**config.mk**
```make
export PLATFORM = sky130hd
export DESIGN_NAME = wrench_frame_transform
export DESIGN_NICKNAME = d
export VERILOG_FILES = /design/src/rtl/wft_pkg.sv /design/src/rtl/wrench_frame_transform.sv /design/src/rtl/wft_datapath.sv
export SDC_FILE = /design/constraint.sdc
export NUM_CORES = 2
export LEC_CHECK = 0
export BUFFER_PORTS_ARGS = -buffer_cell sky130_fd_sc_hd__buf_4
export CAP_MARGIN = 40
export CORE_UTILIZATION = 40
export CTS_CLUSTER_SIZE = 20
export DETAILED_ROUTE_END_ITERATION = 16
export SYNTH_ARGS = -nofsm -noshare
export SYNTH_HDL_FRONTEND = slang
export SYNTH_HIERARCHICAL = 1
export SYNTH_SLANG_ARGS = --single-unit
export TNS_END_PERCENT = 100
```
**constraint.sdc**
```tcl
create_clock -name clk -period 26.2 [get_ports clk]
set_input_delay 7.86 -clock clk [delete_from_list [all_inputs] [get_ports clk]]
set_output_delay 7.86 -clock clk [all_outputs]
set_load 0.005 [all_outputs]
```
**src/rtl/wft_pkg.sv**
```systemverilog
// Shared types, constants and control program of the wrench frame transform.
// Used by the datapath, the top level and the port checker; depends on nothing.
`default_nettype none

package wft_pkg;

  localparam int COUNT_BITS = 16;
  localparam int CMP_W      = ((COUNT_BITS > 16) ? COUNT_BITS : 16) + 1;
  localparam logic [CMP_W-1:0] CNT_MAX = (CMP_W'(1) << COUNT_BITS) - CMP_W'(1);

  localparam int CFG_IDX_W  = 3;
  localparam int CFG_DATA_W = 48;
  localparam int PC_W       = 5;
  localparam int RF_W       = 41;
  localparam int ACC_W      = 64;
  localparam int SPLIT      = 21;

  localparam logic [CFG_IDX_W-1:0] REG_ROT_ROW0   = 3'd0;
  localparam logic [CFG_IDX_W-1:0] REG_ROT_ROW1   = 3'd1;
  localparam logic [CFG_IDX_W-1:0] REG_ROT_ROW2   = 3'd2;
  localparam logic [CFG_IDX_W-1:0] REG_TRANSLATION = 3'd3;
  localparam logic [CFG_IDX_W-1:0] REG_SAMPLE_LIMIT = 3'd4;

  localparam logic [47:0] ROT_ROW0_RST = 48'h4000_0000_0000;
  localparam logic [47:0] ROT_ROW1_RST = 48'h0000_4000_0000;
  localparam logic [47:0] ROT_ROW2_RST = 48'h0000_0000_4000;

  localparam logic [4:0] FRAC_FORCE  = 5'd14;
  localparam logic [4:0] FRAC_TORQUE = 5'd26;

  typedef struct packed {
    logic signed [23:0] force_x;
    logic signed [23:0] force_y;
    logic signed [23:0] force_z;
    logic signed [23:0] torque_x;
    logic signed [23:0] torque_y;
    logic signed [23:0] torque_z;
    logic [31:0]        time_stamp;
    logic               same_frame;
  } in_t;

  typedef struct packed {
    logic signed [31:0] out_force_x;
    logic signed [31:0] out_force_y;
    logic signed [31:0] out_force_z;
    logic signed [31:0] out_torque_x;
    logic signed [31:0] out_torque_y;
    logic signed [31:0] out_torque_z;
    logic [31:0]        out_stamp;
    logic [15:0]        sample_index;
    logic               last_sample;
  } out_t;

  typedef enum logic [1:0] {S_IDLE, S_RUN, S_FLUSH} seq_state_t;

  typedef enum logic [3:0] {
    A_R00, A_R01, A_R02, A_R10, A_R11, A_R12, A_R20, A_R21, A_R22,
    A_P0, A_P1, A_P2
  } a_sel_t;

  typedef enum logic [3:0] {
    B_F0, B_F1, B_F2, B_M0, B_M1, B_M2,
    B_LO0, B_LO1, B_LO2, B_HI0, B_HI1, B_HI2
  } b_sel_t;

  typedef enum logic [2:0] {ACC_NOP, ACC_LOAD, ACC_ADD, ACC_SUB, ACC_LDRM} acc_op_t;
  typedef enum logic [1:0] {STO_NONE, STO_RF, STO_RM, STO_TQ} sto_op_t;
  typedef enum logic [1:0] {SEQ_NEXT, SEQ_BYP, SEQ_DONE} seq_op_t;

  typedef struct packed {
    a_sel_t          a;
    b_sel_t          b;
    acc_op_t         acc;
    logic [1:0]      acc_idx;
    sto_op_t         sto;
    logic [1:0]      sto_idx;
    seq_op_t         seq;
    logic [PC_W-1:0] target;
  } ucode_t;

  localparam ucode_t UW_IDLE = '{a: A_R00, b: B_F0, acc: ACC_NOP, acc_idx: 2'd0,
                                 sto: STO_NONE, sto_idx: 2'd0, seq: SEQ_NEXT,
                                 target: '0};

  function automatic ucode_t uw(input a_sel_t a, input b_sel_t b, input acc_op_t acc,
                                input logic [1:0] ai, input sto_op_t sto,
                                input logic [1:0] si, input seq_op_t seq,
                                input logic [PC_W-1:0] tgt);
    ucode_t w;
    w.a       = a;
    w.b       = b;
    w.acc     = acc;
    w.acc_idx = ai;
    w.sto     = sto;
    w.sto_idx = si;
    w.seq     = seq;
    w.target  = tgt;
    return w;
  endfunction

  // R*F, R*M, then p x (R*F) + R*M with R*F split into low and high halves
  function automatic ucode_t ucode(input logic [PC_W-1:0] pc);
    ucode_t w;
    w = UW_IDLE;
    unique case (pc)
      5'd0:  w = uw(A_R00, B_F0,  ACC_NOP,  2'd0, STO_NONE, 2'd0, SEQ_BYP,  5'd31);
      5'd1:  w = uw(A_R01, B_F1,  ACC_LOAD, 2'd0, STO_NONE, 2'd0, SEQ_NEXT, 5'd0);
      5'd2:  w = uw(A_R02, B_F2,  ACC_ADD,  2'd0, STO_NONE, 2'd0, SEQ_NEXT, 5'd0);
      5'd3:  w = uw(A_R10, B_F0,  ACC_ADD,  2'd0, STO_NONE, 2'd0, SEQ_NEXT, 5'd0);
      5'd4:  w = uw(A_R11, B_F1,  ACC_LOAD, 2'd0, STO_RF,   2'd0, SEQ_NEXT, 5'd0);
      5'd5:  w = uw(A_R12, B_F2,  ACC_ADD,  2'd0, STO_NONE, 2'd0, SEQ_NEXT, 5'd0);
      5'd6:  w = uw(A_R20, B_F0,  ACC_ADD,  2'd0, STO_NONE, 2'd0, SEQ_NEXT, 5'd0);
      5'd7:  w = uw(A_R21, B_F1,  ACC_LOAD, 2'd0, STO_RF,   2'd1, SEQ_NEXT, 5'd0);
      5'd8:  w = uw(A_R22, B_F2,  ACC_ADD,  2'd0, STO_NONE, 2'd0, SEQ_NEXT, 5'd0);
      5'd9:  w = uw(A_R00, B_M0,  ACC_ADD,  2'd0, STO_NONE, 2'd0, SEQ_NEXT, 5'd0);
      5'd10: w = uw(A_R01, B_M1,  ACC_LOAD, 2'd0, STO_RF,   2'd2, SEQ_NEXT, 5'd0);
      5'd11: w = uw(A_R02, B_M2,  ACC_ADD,  2'd0, STO_NONE, 2'd0, SEQ_NEXT, 5'd0);
      5'd12: w = uw(A_R10, B_M0,  ACC_ADD,  2'd0, STO_NONE, 2'd0, SEQ_NEXT, 5'd0);
      5'd13: w = uw(A_R11, B_M1,  ACC_LOAD, 2'd0, STO_RM,   2'd0, SEQ_NEXT, 5'd0);
      5'd14: w = uw(A_R12, B_M2,  ACC_ADD,  2'd0, STO_NONE, 2'd0, SEQ_NEXT, 5'd0);
      5'd15: w = uw(A_R20, B_M0,  ACC_ADD,  2'd0, STO_NONE, 2'd0, SEQ_NEXT, 5'd0);
      5'd16: w = uw(A_R21, B_M1,  ACC_LOAD, 2'd0, STO_RM,   2'd1, SEQ_NEXT, 5'd0);
      5'd17: w = uw(A_R22, B_M2,  ACC_ADD,  2'd0, STO_NONE, 2'd0, SEQ_NEXT, 5'd0);
      5'd18: w = uw(A_P1,  B_LO2, ACC_ADD,  2'd0, STO_NONE, 2'd0, SEQ_NEXT, 5'd0);
      5'd19: w = uw(A_P1,  B_HI2, ACC_LDRM, 2'd0, STO_RM,   2'd2, SEQ_NEXT, 5'd0);
      5'd20: w = uw(A_P2,  B_LO1, ACC_ADD,  2'd0, STO_NONE, 2'd0, SEQ_NEXT, 5'd0);
      5'd21: w = uw(A_P2,  B_HI1, ACC_SUB,  2'd0, STO_NONE, 2'd0, SEQ_NEXT, 5'd0);
      5'd22: w = uw(A_P2,  B_LO0, ACC_SUB,  2'd0, STO_NONE, 2'd0, SEQ_NEXT, 5'd0);
      5'd23: w = uw(A_P2,  B_HI0, ACC_LDRM, 2'd1, STO_TQ,   2'd0, SEQ_NEXT, 5'd0);
      5'd24: w = uw(A_P0,  B_LO2, ACC_ADD,  2'd0, STO_NONE, 2'd0, SEQ_NEXT, 5'd0);
      5'd25: w = uw(A_P0,  B_HI2, ACC_SUB,  2'd0, STO_NONE, 2'd0, SEQ_NEXT, 5'd0);
      5'd26: w = uw(A_P0,  B_LO1, ACC_SUB,  2'd0, STO_NONE, 2'd0, SEQ_NEXT, 5'd0);
      5'd27: w = uw(A_P0,  B_HI1, ACC_LDRM, 2'd2, STO_TQ,   2'd1, SEQ_NEXT, 5'd0);
      5'd28: w = uw(A_P1,  B_LO0, ACC_ADD,  2'd0, STO_NONE, 2'd0, SEQ_NEXT, 5'd0);
      5'd29: w = uw(A_P1,  B_HI0, ACC_SUB,  2'd0, STO_NONE, 2'd0, SEQ_NEXT, 5'd0);
      5'd30: w = uw(A_P0,  B_F0,  ACC_SUB,  2'd0, STO_NONE, 2'd0, SEQ_NEXT, 5'd0);
      5'd31: w = uw(A_P0,  B_F0,  ACC_NOP,  2'd0, STO_TQ,   2'd2, SEQ_DONE, 5'd0);
    endcase
    return w;
  endfunction

  // floor(v / 2^s + 1/2), then clamp to the signed 32-bit range
  function automatic logic signed [31:0] round_sat(input logic signed [ACC_W-1:0] v,
                                                   input logic [4:0] s);
    logic signed [ACC_W-1:0] t;
    logic signed [ACC_W-1:0] r;
    logic signed [31:0]      res;
    t = v + (ACC_W'(1) <<< (s - 5'd1));
    r = t >>> s;
    if (r > ACC_W'(64'sd2147483647)) begin
      res = 32'sh7fff_ffff;
    end else if (r < -ACC_W'(64'sd2147483648)) begin
      res = 32'sh8000_0000;
    end else begin
      res = r[31:0];
    end
    return res;
  endfunction

endpackage

`default_nettype wire

```
**src/rtl/wrench_frame_transform.sv**
```systemverilog
// Top level: config registers, sample counter, microcode sequencer and output register.
// Depends on wft_pkg and wft_datapath.
// A transform runs the whole program; a bypass beat (same_frame set) jumps from word 0 to the last.
// A 32-word program walks the single shared 16x25 multiplier; no new sample is taken until the
// output register has taken the last result, which frees the sequencer.
// Beats past the sample limit are taken without a stall and dropped.
// Reset (rst_n low, synchronous) clears the counter and limit, loads the default rotation.
`default_nettype none

module wrench_frame_transform (
  input  wire logic                              clk,
  input  wire logic                              rst_n,
  input  wire logic                              in_valid,
  output logic                                   in_stall,
  input  wire wft_pkg::in_t                      in_data,
  output logic                                   out_valid,
  input  wire logic                              out_stall,
  output wft_pkg::out_t                          out_data,
  input  wire logic                              cfg_we,
  input  wire logic [wft_pkg::CFG_IDX_W-1:0]     cfg_index,
  input  wire logic [wft_pkg::CFG_DATA_W-1:0]    cfg_data
);
  import wft_pkg::*;

  seq_state_t            state_r, state_nxt;
  logic [PC_W-1:0]       pc_r, pc_nxt;
  ucode_t                uw_cur;
  ucode_t                ctl;
  logic [2:0][47:0]      rot_r;
  logic [47:0]           trans_r;
  logic [15:0]           limit_r;
  logic [COUNT_BITS-1:0] cnt_r;
  in_t                   in_r;
  logic [15:0]           idx_r;
  logic                  last_r;
  out_t                  out_r, out_nxt;
  logic                  out_valid_r;
  logic [CMP_W-1:0]      cnt_ext, cnt_inc, lim_ext, eff_lim;
  logic                  have_room;
  logic                  take;
  logic                  slot_free;
  logic                  load_out;
  logic [2:0][23:0]      force_v, torque_v;
  logic [2:0][31:0]      force_q, torque_q;

  assign cnt_ext   = CMP_W'(cnt_r);
  assign cnt_inc   = cnt_ext + CMP_W'(1);
  assign lim_ext   = CMP_W'(limit_r);
  assign eff_lim   = (lim_ext > CNT_MAX) ? CNT_MAX : lim_ext;
  assign have_room = cnt_ext < eff_lim;
  assign slot_free = !out_valid_r || !out_stall;
  assign uw_cur    = ucode(pc_r);

  // next state
  always_comb begin
    state_nxt = state_r;
    pc_nxt    = pc_r;
    unique case (state_r)
      S_IDLE: begin
        if (in_valid && have_room) begin
          state_nxt = S_RUN;
          pc_nxt    = '0;
        end
      end
      S_RUN: begin
        unique case (uw_cur.seq)
          SEQ_NEXT: pc_nxt = pc_r + PC_W'(1);
          SEQ_BYP:  pc_nxt = in_r.same_frame ? uw_cur.target : pc_r + PC_W'(1);
          SEQ_DONE: state_nxt = S_FLUSH;
          default:  state_nxt = S_FLUSH;
        endcase
      end
      S_FLUSH: begin
        if (slot_free) begin
          state_nxt = S_IDLE;
        end
      end
      default: state_nxt = S_IDLE;
    endcase
  end

  // outputs of the sequencer
  always_comb begin
    in_stall = 1'b1;
    take     = 1'b0;
    load_out = 1'b0;
    ctl      = UW_IDLE;
    unique case (state_r)
      S_IDLE: begin
        in_stall = 1'b0;
        take     = in_valid && have_room;
      end
      S_RUN:   ctl = uw_cur;
      S_FLUSH: load_out = slot_free;
      default: ;
    endcase
  end

  always_ff @(posedge clk) begin
    if (!rst_n) begin
      state_r <= S_IDLE;
      pc_r    <= '0;
    end else begin
      state_r <= state_nxt;
      pc_r    <= pc_nxt;
    end
  end

  always_ff @(posedge clk) begin
    if (!rst_n) begin
      rot_r[0] <= ROT_ROW0_RST;
      rot_r[1] <= ROT_ROW1_RST;
      rot_r[2] <= ROT_ROW2_RST;
      trans_r  <= '0;
      limit_r  <= '0;
      cnt_r    <= '0;
    end else if (cfg_we) begin
      unique case (cfg_index)
        REG_ROT_ROW0:    rot_r[0] <= cfg_data;
        REG_ROT_ROW1:    rot_r[1] <= cfg_data;
        REG_ROT_ROW2:    rot_r[2] <= cfg_data;
        REG_TRANSLATION: trans_r  <= cfg_data;
        REG_SAMPLE_LIMIT: begin
          limit_r <= cfg_data[15:0];
          cnt_r   <= '0;
        end
        default: ;
      endcase
    end else if (take) begin
      cnt_r <= COUNT_BITS'(cnt_inc);
    end
  end

  always_ff @(posedge clk) begin
    if (take) begin
      in_r   <= in_data;
      idx_r  <= cnt_ext[15:0];
      last_r <= (cnt_inc == eff_lim);
    end
  end

  assign force_v[0]  = in_r.force_x;
  assign force_v[1]  = in_r.force_y;
  assign force_v[2]  = in_r.force_z;
  assign torque_v[0] = in_r.torque_x;
  assign torque_v[1] = in_r.torque_y;
  assign torque_v[2] = in_r.torque_z;

  wft_datapath u_dp (
    .clk      (clk),
    .ctl      (ctl),
    .rot      (rot_r),
    .trans    (trans_r),
    .force_v  (force_v),
    .torque_v (torque_v),
    .force_q  (force_q),
    .torque_q (torque_q)
  );

  always_comb begin
    if (in_r.same_frame) begin
      out_nxt.out_force_x  = {{8{in_r.force_x[23]}},  in_r.force_x};
      out_nxt.out_force_y  = {{8{in_r.force_y[23]}},  in_r.force_y};
      out_nxt.out_force_z  = {{8{in_r.force_z[23]}},  in_r.force_z};
      out_nxt.out_torque_x = {{8{in_r.torque_x[23]}}, in_r.torque_x};
      out_nxt.out_torque_y = {{8{in_r.torque_y[23]}}, in_r.torque_y};
      out_nxt.out_torque_z = {{8{in_r.torque_z[23]}}, in_r.torque_z};
    end else begin
      out_nxt.out_force_x  = force_q[0];
      out_nxt.out_force_y  = force_q[1];
      out_nxt.out_force_z  = force_q[2];
      out_nxt.out_torque_x = torque_q[0];
      out_nxt.out_torque_y = torque_q[1];
      out_nxt.out_torque_z = torque_q[2];
    end
    out_nxt.out_stamp    = in_r.time_stamp;
    out_nxt.sample_index = idx_r;
    out_nxt.last_sample  = last_r;
  end

  always_ff @(posedge clk) begin
    if (!rst_n) begin
      out_valid_r <= 1'b0;
    end else if (load_out) begin
      out_valid_r <= 1'b1;
    end else if (!out_stall) begin
      out_valid_r <= 1'b0;
    end
  end

  always_ff @(posedge clk) begin
    if (load_out) begin
      out_r <= out_nxt;
    end
  end

  assign out_valid = out_valid_r;
  assign out_data  = out_r;

endmodule

`default_nettype wire

```
**src/rtl/wft_datapath.sv**
```systemverilog
// Shared 16x25 multiplier, 64-bit accumulator and result registers, driven by one control word.
// Depends on wft_pkg for the control word and rounding helper.
`default_nettype none

module wft_datapath (
  input  wire logic                  clk,
  input  wire wft_pkg::ucode_t       ctl,
  input  wire logic [2:0][47:0]      rot,
  input  wire logic [47:0]           trans,
  input  wire logic [2:0][23:0]      force_v,
  input  wire logic [2:0][23:0]      torque_v,
  output logic      [2:0][31:0]      force_q,
  output logic      [2:0][31:0]      torque_q
);
  import wft_pkg::*;

  logic signed [15:0]       r_ent [9];
  logic signed [15:0]       p_ent [3];
  logic signed [15:0]       a_val;
  logic signed [24:0]       b_val;
  logic                     b_hi;
  logic signed [40:0]       mul;
  logic signed [ACC_W-1:0]  mul_ext;
  logic signed [ACC_W-1:0]  prod_nxt;
  logic signed [ACC_W-1:0]  prod_r;
  logic signed [ACC_W-1:0]  acc_nxt;
  logic signed [ACC_W-1:0]  acc_r;
  logic signed [RF_W-1:0]   rf_r [3];
  logic signed [RF_W-1:0]   rm_r [3];
  logic signed [31:0]       fo_r [3];
  logic signed [31:0]       tq_r [3];

  always_comb begin
    for (int i = 0; i < 3; i++) begin
      for (int j = 0; j < 3; j++) begin
        r_ent[3*i+j] = rot[i][16*j +: 16];
      end
      p_ent[i] = trans[16*i +: 16];
    end
  end

  always_comb begin
    unique case (ctl.a)
      A_R00:   a_val = r_ent[0];
      A_R01:   a_val = r_ent[1];
      A_R02:   a_val = r_ent[2];
      A_R10:   a_val = r_ent[3];
      A_R11:   a_val = r_ent[4];
      A_R12:   a_val = r_ent[5];
      A_R20:   a_val = r_ent[6];
      A_R21:   a_val = r_ent[7];
      A_R22:   a_val = r_ent[8];
      A_P0:    a_val = p_ent[0];
      A_P1:    a_val = p_ent[1];
      A_P2:    a_val = p_ent[2];
      default: a_val = '0;
    endcase
  end

  always_comb begin
    b_hi = 1'b0;
    unique case (ctl.b)
      B_F0:    b_val = {force_v[0][23], force_v[0]};
      B_F1:    b_val = {force_v[1][23], force_v[1]};
      B_F2:    b_val = {force_v[2][23], force_v[2]};
      B_M0:    b_val = {torque_v[0][23], torque_v[0]};
      B_M1:    b_val = {torque_v[1][23], torque_v[1]};
      B_M2:    b_val = {torque_v[2][23], torque_v[2]};
      B_LO0:   b_val = {4'b0, rf_r[0][SPLIT-1:0]};
      B_LO1:   b_val = {4'b0, rf_r[1][SPLIT-1:0]};
      B_LO2:   b_val = {4'b0, rf_r[2][SPLIT-1:0]};
      B_HI0: begin
        b_val = 25'(rf_r[0] >>> SPLIT);
        b_hi  = 1'b1;
      end
      B_HI1: begin
        b_val = 25'(rf_r[1] >>> SPLIT);
        b_hi  = 1'b1;
      end
      B_HI2: begin
        b_val = 25'(rf_r[2] >>> SPLIT);
        b_hi  = 1'b1;
      end
      default: b_val = '0;
    endcase
  end

  assign mul      = a_val * b_val;
  assign mul_ext  = ACC_W'(mul);
  assign prod_nxt = b_hi ? (mul_ext <<< SPLIT) : mul_ext;

  always_comb begin
    unique case (ctl.acc)
      ACC_NOP:  acc_nxt = acc_r;
      ACC_LOAD: acc_nxt = prod_r;
      ACC_ADD:  acc_nxt = acc_r + prod_r;
      ACC_SUB:  acc_nxt = acc_r - prod_r;
      ACC_LDRM: acc_nxt = (ACC_W'(rm_r[ctl.acc_idx]) <<< 12) + prod_r;
      default:  acc_nxt = acc_r;
    endcase
  end

  always_ff @(posedge clk) begin
    prod_r <= prod_nxt;
    acc_r  <= acc_nxt;
    unique case (ctl.sto)
      STO_NONE: ;
      STO_RF: begin
        rf_r[ctl.sto_idx] <= acc_r[RF_W-1:0];
        fo_r[ctl.sto_idx] <= round_sat(acc_r, FRAC_FORCE);
      end
      STO_RM:   rm_r[ctl.sto_idx] <= acc_r[RF_W-1:0];
      STO_TQ:   tq_r[ctl.sto_idx] <= round_sat(acc_r, FRAC_TORQUE);
      default: ;
    endcase
  end

  always_comb begin
    for (int i = 0; i < 3; i++) begin
      force_q[i]  = fo_r[i];
      torque_q[i] = tq_r[i];
    end
  end

endmodule

`default_nettype wire

```
==> impl_metrics.tcl <==
set metrics [dict create \
    status "completed" \
    post-route-period-util 0.4143 \
    post_cts_buffers 0 \
    startpoint_type "flip-flop" \
    arrival_ns 11.45 \
    cp_common_cell "fa_1" \
    dr_total_vias 52014 \
    required_ns 26.80 \
    fp.dieArea_um2 179100 \
    grt_start_max_net_pins 148 \
    critPathLaunch "state_r[0]$_SDFFE_PN0P_" \
    clock_skew_ns 0.06897 \
    crit_type "reg2reg" \
    drt_pre_antenna_iters 5 \
    grt_pass1_vias 51320 \
    final_common_cell "edfxtp_1" \
    cap_viol_max_count 0 \
    max_stage_delay_ns 0.87 \
    start_util 0.4030 \
    hp-start "in_r[3]$_DFFE_PP_" \
    gp_congestion 0.9464 \
    io_pins 476 \
    rsz0062_at_grt "false" \
    fin_setup_tns_ns 0 \
    cts.sinks 1250 \
    grt-ovfl-total 0 \
    post_drt_wl_per_cell_um 23.73 \
    cp.buffers_inverters 6 \
    ant_nets 0 \
    drive_gt1_frac 0.1782 \
    grt_util_all_layers 0.2435 \
    max-clock-path-buffers 3 \
    worstMarginPinSlew_ns 1.063 \
    drtIter0Drc 4964 \
    die_x_um 423.2 \
    setup_violations 0 \
    slowest_stage "and3_1" \
    finalNonFillerCells 9354 \
    grt_pass1_wl_mm 329.9 \
    synth_area_um2 70970 \
    cts_tree "yes" \
    final_nets 7761 \
    post-place-cells 9108 \
    avgSynthCellArea_um2 10.92 \
    fmax_mhz 92.13 \
    slew_viol_final 0 \
    p_leak_nw 31.55 \
    routed_via_density 5.561 \
    cts_resized 0 \
    irDropWorstVdd_mv 0.05184 \
    crit_family "adder cells" \
    hold_viol 0 \
    end_kind "flip-flop" \
    h-tree-depth 4 \
    yosysWarnings 6 \
    slew-limit-headroom 0.2914 \
    drt_wl_total_mm 222.0 \
    core_um2 176100 \
    clk_pin_slew_ns 0.06 \
    critPathMaxFanout 24 \
    hold_class "reg2reg" \
    die_height_um 423.2 \
    core.rowCount 154 \
    insertion_delay_ns 0.82 \
    syn_nets 7353 \
    period_needed_ns 10.85 \
    syn_inst 6498 \
    r2r_start "state_r[0]$_SDFFE_PN0P_" \
    final_cell_mix "edfxtp_1 (937), nand2_1 (695), buf_4 (593), inv_1 (563), a21oi_1 (401)" \
    port_buffers 475 \
    post-dp-hpwl_mm 160.2 \
    synthToLayoutAreaGrowth_pct 15.72 \
    drc 0 \
    antenna_found_initial 6 \
    cts-root-buf "clkbuf_16" \
    cts_made_buffers 136 \
    cts_hold_buf 0 \
    power_density_nw_per_um2 70.64 \
]
[layer usage]
metal / vias to the layer above / global-route usage / share of wire
li1: 23622 / - / -
met2: 2099 / 0.3950 / 0.47
met3: 324 / 0.03782 / 0.074
met1: 25967 / 0.3365 / 0.43
met4: 2 / 0.06925 / 0.025
met5: - / 0 / 0.000054
[sequential cells by signal, indices dropped and copies added, names as in the netlist]
name         flops
cnt_r           16
force_v         72
idx_r           16
in_r           105
last_r           1
limit_r         16
out_data       241
out_valid        1
pc_r             5
rot_r          144
state_r          2
trans_r         48
u_dp/acc_r      64
u_dp/fo_r       96
u_dp/prod_r     62
u_dp/rf_r      123
u_dp/rm_r      123
u_dp/tq_r       96
uw_cur          19
[layout make-up]
| class | count | area [µm²] |
|---|---|---|
| flip-flops and latches | 1250 | 34400 |
| multi-input cells | 4339 | 33410 |
| inverters | 568 | 2147 |
| repair buffers | 611 | 4786 |
| diodes | 1 | 2.502 |
| clock inverters | 67 | 782.0 |
| fillers | 16192 | 93980 |
| clock buffers | 178 | 3676 |
| well taps | 2340 | 2928 |
[power by group]
group	total, mW	switching (mW)	internal [mW]
registers	2.38	0.143	2.24
clock network	1.91	0.829	1.08
logic	1.52	0.947	0.569
total	5.80	1.92	3.88
[worst paths after layout]
| check | slack, ns | end | cells after the start |
|---|---|---|---|
| max reg2reg | 15.35 | u_dp/prod_r[46]$_DFF_P_ | 31 |
| min | 0.41 | out_data[19]$_DFFE_PP_ | 0 |
| max | 15.35 | u_dp/prod_r[46]$_DFF_P_ | 31 |
| min reg2reg | 0.41 | out_data[19]$_DFFE_PP_ | 0 |
[stage by stage]
stage / hold slack (ns) / total power, mW / utilization / worst slack [ns] / cell area (µm²)
2_1_floorplan: 0.4003 / 3.401 / - / 5.845 / 70970
6_report: 0.4076 / 5.802 / 0.4664 / 15.35 / 82130
3_3_place_gp: 0.4004 / 3.889 / 0.4390 / 14.37 / 77310
5_1_grt: 0.4159 / 6.065 / 0.4663 / 14.76 / 82130
4_1_cts: 0.4125 / 5.811 / 0.4663 / 15.36 / 82130
3_5_place_dp: 0.4045 / 3.902 / 0.4410 / 14.58 / 77670
[worst reg2reg max path, delay by kind of cell (launching register included)]
family | cells | cell delay [ns]
adders and majority gates | 7 | 3.43
DFF | 1 | 0.35
and+or+nand+nor | 7 | 2.58
muxes | 1 | 0.62
AOI/OAI and AO/OA | 10 | 2.74
buffers and inverters | 6 | 0.97
(Power assumes the default switching activity.)
